File: src/sv/mhpq_pkg.sv
// ----------------------------------------------------------------------------
// mhpq_pkg
// Shared types and constants for the binary min-heap priority queue.
// ----------------------------------------------------------------------------
package mhpq_pkg;

  // key width and width of the reported entry count
  localparam int DATA_W      = 32;
  localparam int COUNT_OUT_W = 11;

  // operation codes carried on the input word
  typedef enum logic [1:0] {
    OP_INSERT  = 2'd0,
    OP_REMOVE  = 2'd1,
    OP_APPEND  = 2'd2,
    OP_HEAPIFY = 2'd3
  } op_t;

  // status codes carried on the result word
  typedef enum logic [1:0] {
    ST_OK    = 2'd0,
    ST_EMPTY = 2'd1,
    ST_FULL  = 2'd2
  } status_t;

  // sequencer states
  typedef enum logic [3:0] {
    S_IDLE,
    S_UP_RD,
    S_UP_CMP,
    S_RM_LD,
    S_DN_RDL,
    S_DN_RDR,
    S_DN_SEL,
    S_DN_CMP,
    S_HP_NEXT,
    S_HP_LD,
    S_FIN
  } state_t;

endpackage

File: src/sv/mhpq_cmp.sv
// ----------------------------------------------------------------------------
// mhpq_cmp
// Shared signed key comparator used by every sift step.
// ----------------------------------------------------------------------------
module mhpq_cmp
  import mhpq_pkg::*;
(
  input  logic signed [DATA_W-1:0] a,
  input  logic signed [DATA_W-1:0] b,
  output logic                     lt
);

  // strict signed less-than
  assign lt = (a < b);

endmodule

File: config.mk
export PLATFORM = sky130hd
export DESIGN_NAME = mhpq_cmp
export DESIGN_NICKNAME = d
export VERILOG_FILES = /design/src/sv/mhpq_pkg.sv /design/src/sv/mhpq_cmp.sv
export SDC_FILE = /design/constraint.sdc
export NUM_CORES = 1
export LEC_CHECK = 0
export ABC_CLOCK_PERIOD_IN_PS = 1500
export BUFFER_PORTS_ARGS = -buffer_cell sky130_fd_sc_hd__buf_2
export CAP_MARGIN = 20
export CORE_MARGIN = 4
export CORE_UTILIZATION = 37
export DETAILED_ROUTE_END_ITERATION = 6
export GPL_ROUTABILITY_DRIVEN = 0
export PLACE_DENSITY = 0.78
export REMOVE_ABC_BUFFERS = 1
export SYNTH_ARGS = -nofsm -noshare
export SYNTH_HDL_FRONTEND = slang
export SYNTH_SLANG_ARGS = --single-unit
File: constraint.sdc
create_clock -name vclk -period 1.5
set_clock_uncertainty 0.1 [all_clocks]
set_input_delay 0.15 -clock vclk [all_inputs]
set_output_delay 0.15 -clock vclk [all_outputs]
set_load 0.01 [all_outputs]
======== Yosys cells after proc, flatten, opt, wreduce, memory -nomap -nowiden ========
Index checks and enable logic that the tools add are counted.
Widths: inputs -> output; s select.
word-level totals
  flip-flop bits (word level) ............. 0
  output and inout port bits .............. 1
operators by class
  order comparisons ....................... 1
operator list
  kind          number
  $lt 32x32->1  1

======== Logic depth before layout (Yosys ltp) ========
Gate-level depths: netlist of run 1.
  word-level depth ........................ 1
  depth in mapped cells ................... 8

======== Worst setup path after synthesis of run 1 ========
Ideal clock, no wire load.
  path kind ............................... input-to-output
  start point ............................. in b[22]
  end point ............................... out lt
  arrival ................................. 1.571 ns
  slack ................................... -0.321 ns
  cell stages on the path ................. 8
  buffers on the path ..................... 0
  cells stage by stage .................... inv_1 ha_1 a21oi_1 a21boi_1 o21bai_1 a31oi_1 or4b_1 mux2i_1
between the ends
  longest elaborated chain between the ends .. 1
ends and longest elaborated chain
  what             line            source
  start, declared  mhpq_cmp.sv:9   input logic signed [DATA_W-1:0] b,
  $lt 32x32->1     mhpq_cmp.sv:14  assign lt = (a < b);
  end, declared    mhpq_cmp.sv:10  output logic lt
Every way passes these cells.

======== Worst setup path after layout of run 1 ========
  start point ............................. in b[30]
  end point ............................... out lt
The elaborated chain is that of the path after synthesis.

==> flow_summary.toml, run 1 <==
[final_layout]
fin_nets = 275
regArea_um2 = 0
antenna_cells = 0
clkbuf_count = 0
syn2layout_area_growth_pct = 66.1
drive_above_1_share_pct = 49.4
seq_cell_count = 0

[grt]
grt_max_degree = 5
grt_pass1_vias = 1039
antenna_found_initial = 0
overflow = 0
grt_pass1_wl_mm = 3.55
grt_usage_pct = 15.5

[die]
die_height_um = 54.2
die_area_um2 = 2940
start_util_pct = 39.4
io_pins = 65
rows = 16
core_um2 = 2000
die_x_um = 54.2

[yosys]
synth_area_um2 = 790
ys_seq_area_share_pct = 0
ys_types = 23
yosysTopAreaCellShare_pct = 49.1
synth_common_cells = "ha_1 (31), inv_1 (31), a21oi_1 (8)"
syn_avg_cell_area_um2 = 7.31
synth_cells = 108
yosysTopAreaCell = "ha_1"
synthTopCellsByArea = "ha_1 (49%), inv_1 (15%), a21oi_1 (5.1%), nand4_1 (4.0%), nand3_1 (3.8%)"
yosysWarningCount = 0

[sta]
finalMaxSlewViolations = 0
timing.final.ws_setup_ps = -448
hold_viol = 0
worst_pin_slew_ps = 235
period_needed_ps = 1950
setup_viol_count_final = 1
fin_hold_ws_ps = 728
maxClockFrequency_ghz = 0.513
finalCritPeriodShare_pct = 130
slew_headroom_pct = 84.4
rsz0062_at_grt = "yes"

[drt]
drc = 0
drt-total-wl_mm = 2.39
drt_iter0_drc = 4
vias = 985
wl_per_cell_um = 11.7
routed_via_density = 4.80
firstDrtPassIters = 3
ant_nets = 0

[setup_path]
worstSetupEndpointType = "primary output"
crit_start = "b[30]"
crit_chain = "buf_2 > inv_1 > ha_4 > and3_4 > nand3_1 > a31oi_1 > or4b_1 > mux2i_1 > buf_2"
cp.required_ps = 1250
path_class = "in2out"
worstPathMaxFanout = 2
start_kind = "primary input"
cp_common_cell = "buf_2"
cp_data_arrival_time_ps = 1700
slowest_stage = "or4b_1"
cpPeakStageDelay_ps = 500

[pwr]
p_leak_nw = 0.793
peakVddDrop_mv = 0.144
powerDensity_nw_per_um2 = 253

[min_path]
min_from = "a[30]"
hold_class = "in2out"

[clocking]
cts_setup_buffers = 0

[flow_run]
cap_violations = 0

[placement]
dp_hpwl_mm = 2.08
pre_cts_slack_ps = -561
io_buffer_count = 65

[status]
violations = "setup timing"
status = "finished with violations"
## logic make-up after synthesis
family          Yosys count  share of synthesized area [%]
buf+inv                  31                           14.7
mux                       1                           1.27
compound gates           23                           19.7
fa+ha+maj                31                           49.1
simple gates             22                           15.2
## power by group
group	total, mW	internal, mW	switching, mW
Clock	0	0	0
Sequential	0	0	0
Combinational	0.332	0.186	0.146
Total	0.332	0.186	0.146
## critical path, delay by kind of cell
kind	cells	cell delay, ps
buffers and inverters	3	330
multiplexers	1	160
AND/OR/NAND/NOR	3	800
AO/OA/AOI/OAI	1	60
adder cells (fa/ha/maj)	1	200
## final timing paths
| kind | to | slack [ps] | cells past startpoint |
|---|---|---|---|
| min | lt | 730 | 5 |
| max | lt | -450 | 9 |
## stage by stage
step	setup TNS, ps	instances	util (%)	area (um^2)	power [mW]
final	-448	205	65.5	1310	0.332
after global routing	-492	205	65.5	1310	0.380
after CTS	-430	205	63.9	1280	0.320
after detailed placement	-561	205	59.3	1190	0.288
after global placement	-523	205	59.3	1190	0.269
after floorplan	-321	108	-	790	0.151
## repair_timing
action / 4_1_cts / 5_1_grt
gates resized for setup: 14 / 6
hold buffers: 0 / 0
pin swaps: 6 / 2
endpoints found under the setup margin: 1 / 1
## per-layer routing
layer  track usage (%)  share of wire (%)  up-vias
li1                  -                  -      516
met1              13.6                 32      428
met2              36.7                 58       41
met3              1.39                9.5        0
met4             0.415                  0        0
met5                 0                  0        -
## area by class of cell
class	instances	area, um^2
Tap cell	27	33.8
Inverter	31	119
Multi-Input combinational cell	77	783
Timing Repair Buffer	70	375
Fill cell	197	691
## placed cells by master (no fill, tap or decap), drive strengths merged, types with 2 or more instances in the layout
cell type	synthesis	layout
a21o	3	3
a21oi	8	8
a31oi	2	2
and3	2	2
buf	0	70
ha	31	31
inv	31	31
nand2	3	3
nand3	6	6
nand4	5	5
nor2	3	3
o21ai	4	4
Note: power is estimated with default switching activity, not from simulation.
==> run 2, diff against run 1 <==
--- a/config.mk
+++ b/config.mk
@@ -5,11 +5,12 @@
 export SDC_FILE = /design/constraint.sdc
 export NUM_CORES = 1
 export LEC_CHECK = 0
+export ABC_AREA = 1
 export ABC_CLOCK_PERIOD_IN_PS = 1500
 export BUFFER_PORTS_ARGS = -buffer_cell sky130_fd_sc_hd__buf_2
 export CAP_MARGIN = 20
 export CORE_MARGIN = 4
-export CORE_UTILIZATION = 37
+export CORE_UTILIZATION = 38
 export DETAILED_ROUTE_END_ITERATION = 6
 export GPL_ROUTABILITY_DRIVEN = 0
 export PLACE_DENSITY = 0.78
==> run 2 against run 1 <==
The run still ends with setup timing left. Largest power group unchanged. Die area increased by 2.9%. Power increased by 25%. Cell count increased by 12%. Synthesized cell count increased by 25%. Utilization increased by 8.1 points. Critical endpoint unchanged. Sequential share of layout area unchanged. Global-route usage decreased by 0.091 points. First-iteration DRC count decreased by 50%.
==> flow_summary.toml, run 2 <==
[setup_path]
cp.required_ps = 1250
path_class = "in2out"
crit_chain = "buf_2 > ha_1 > nand2_2 > o21ai_1 > a21o_1 > a21oi_2 > nand2_2 > nand2_1 > nand2_1 > buf_2"
slowest_stage = "ha_1"
start_kind = "primary input"
worstPathMaxFanout = 2
cpPeakStageDelay_ps = 290
worstSetupEndpointType = "primary output"
cp_data_arrival_time_ps = 1320
crit_start = "a[22]"

[drt]
firstDrtPassIters = 2
routed_via_density = 4.62
ant_nets = 0
wl_per_cell_um = 11.6
drt_iter0_drc = 2
drt-total-wl_mm = 2.66
vias = 1059
drc = 0

[die]
die_area_um2 = 3020
die_x_um = 55.0
rows = 16
die_height_um = 55.0
io_pins = 65
core_um2 = 2020
start_util_pct = 41.5

[yosys]
syn_avg_cell_area_um2 = 6.21
ys_types = 17
ys_seq_area_share_pct = 0
post-synth-top-count-cell = "inv_1"
synthTopCellsByArea = "ha_1 (46%), inv_1 (17%), nand2_1 (13%), a21oi_1 (8.4%), nor2_1 (2.2%)"
yosysTopAreaCellShare_pct = 46.3
synth_area_um2 = 838
synth_cells = 135
yosysTopAreaCell = "ha_1"
yosysWarningCount = 0
synth_common_cells = "inv_1 (38), ha_1 (31), nand2_1 (29)"

[clocking]
cts_setup_buffers = 0

[final_layout]
post-route-util_pct = 73.6
syn2layout_area_growth_pct = 77.5
final_cell_mix = "buf_2 (59), inv_1 (28), nand2_1 (23)"
layout_commonest_cell = "buf_2"
antenna_cells = 0
clkbuf_count = 0
fin_nets = 299
regArea_um2 = 0
final_cells = 229
seq_cell_count = 0
nFillCells = 169
drive_above_1_share_pct = 57.4

[min_path]
hold_class = "in2out"
min_from = "a[31]"

[grt]
overflow = 0
antenna_found_initial = 0
grt_max_degree = 4
grt_usage_pct = 15.4
grt_pass1_wl_mm = 3.54
grt_pass1_vias = 939

[status]
status = "finished with violations"
violations = "setup timing"

[sta]
hold_viol = 0
finalMaxSlewViolations = 0
setup_viol_count_final = 1
worst_pin_slew_ps = 165
finalCritPeriodShare_pct = 105
period_needed_ps = 1570
maxClockFrequency_ghz = 0.637
timing.final.ws_setup_ps = -70.2
fin_hold_ws_ps = 820
slew_headroom_pct = 88.9
rsz0062_at_grt = "yes"

[pwr]
powerDensity_nw_per_um2 = 278
p_leak_nw = 0.872
finalPower_mw = 0.414
peakVddDrop_mv = 0.155

[placement]
pre_cts_slack_ps = -137
dp.cells = 229
dp_hpwl_mm = 1.81
io_buffer_count = 65

[flow_run]
cap_violations = 0
==> run 2: cell type report <==
cell class                      instances  area (um^2)  share of cell area [%]
Inverter                               40          155                    10.4
Multi-Input combinational cell         95          921                    61.9
Tap cell                               27         33.8                    2.27
Timing Repair Buffer                   67          378                    25.4
==> run 2: path summary, 6_finish.rpt <==
kind / to / slack [ps] / cells past startpoint
min: lt / 820 / 6
max: lt / -70 / 10
==> run 2: worst max-delay path, delay by kind of cell <==
kind / cells / cell delay, ps
simple gates: 4 / 240
buf+inv: 2 / 230
compound gates: 3 / 390
fa+ha+maj: 1 / 290
==> run 2: power breakdown <==
part | switching, mW | internal [mW] | total, mW
combinational | 0.193 | 0.221 | 0.414
clock | 0 | 0 | 0
sequential | 0 | 0 | 0
==> run 2: timing repair <==
action                                  in CTS  in global routing
hold buffers                                 0                  0
gates resized for setup                     34                 20
endpoints found under the setup margin       1                  1
pin swaps                                   20                 16
==> run 2: per-stage QoR <==
| step | TNS [ps] | area (um^2) |
|---|---|---|
| floorplan | 0 | 838 |
| global placement | -118 | 1210 |
| detailed placement | -137 | 1210 |
| CTS | -62.1 | 1410 |
| global route | -178 | 1490 |
| finish | -70.2 | 1490 |
==> run 2: cells by family after synthesis <==
| logic type | Yosys count | synth area share (%) |
|---|---|---|
| adders and majority gates | 31 | 46.3 |
| buffers and inverters | 40 | 17.9 |
| AOI/OAI and AO/OA | 23 | 15.4 |
| and+or+nand+nor | 41 | 20.4 |
==> run 2: per-layer routing <==
metal,share of wire (%),global-route usage [%],wire [um],up-vias
met1,36,16.2,944,460
met4,0.53,0,14,0
met5,0,0,0,-
met2,58,34.4,1530,37
li1,-,-,-,560
met3,6.4,0.268,169,2
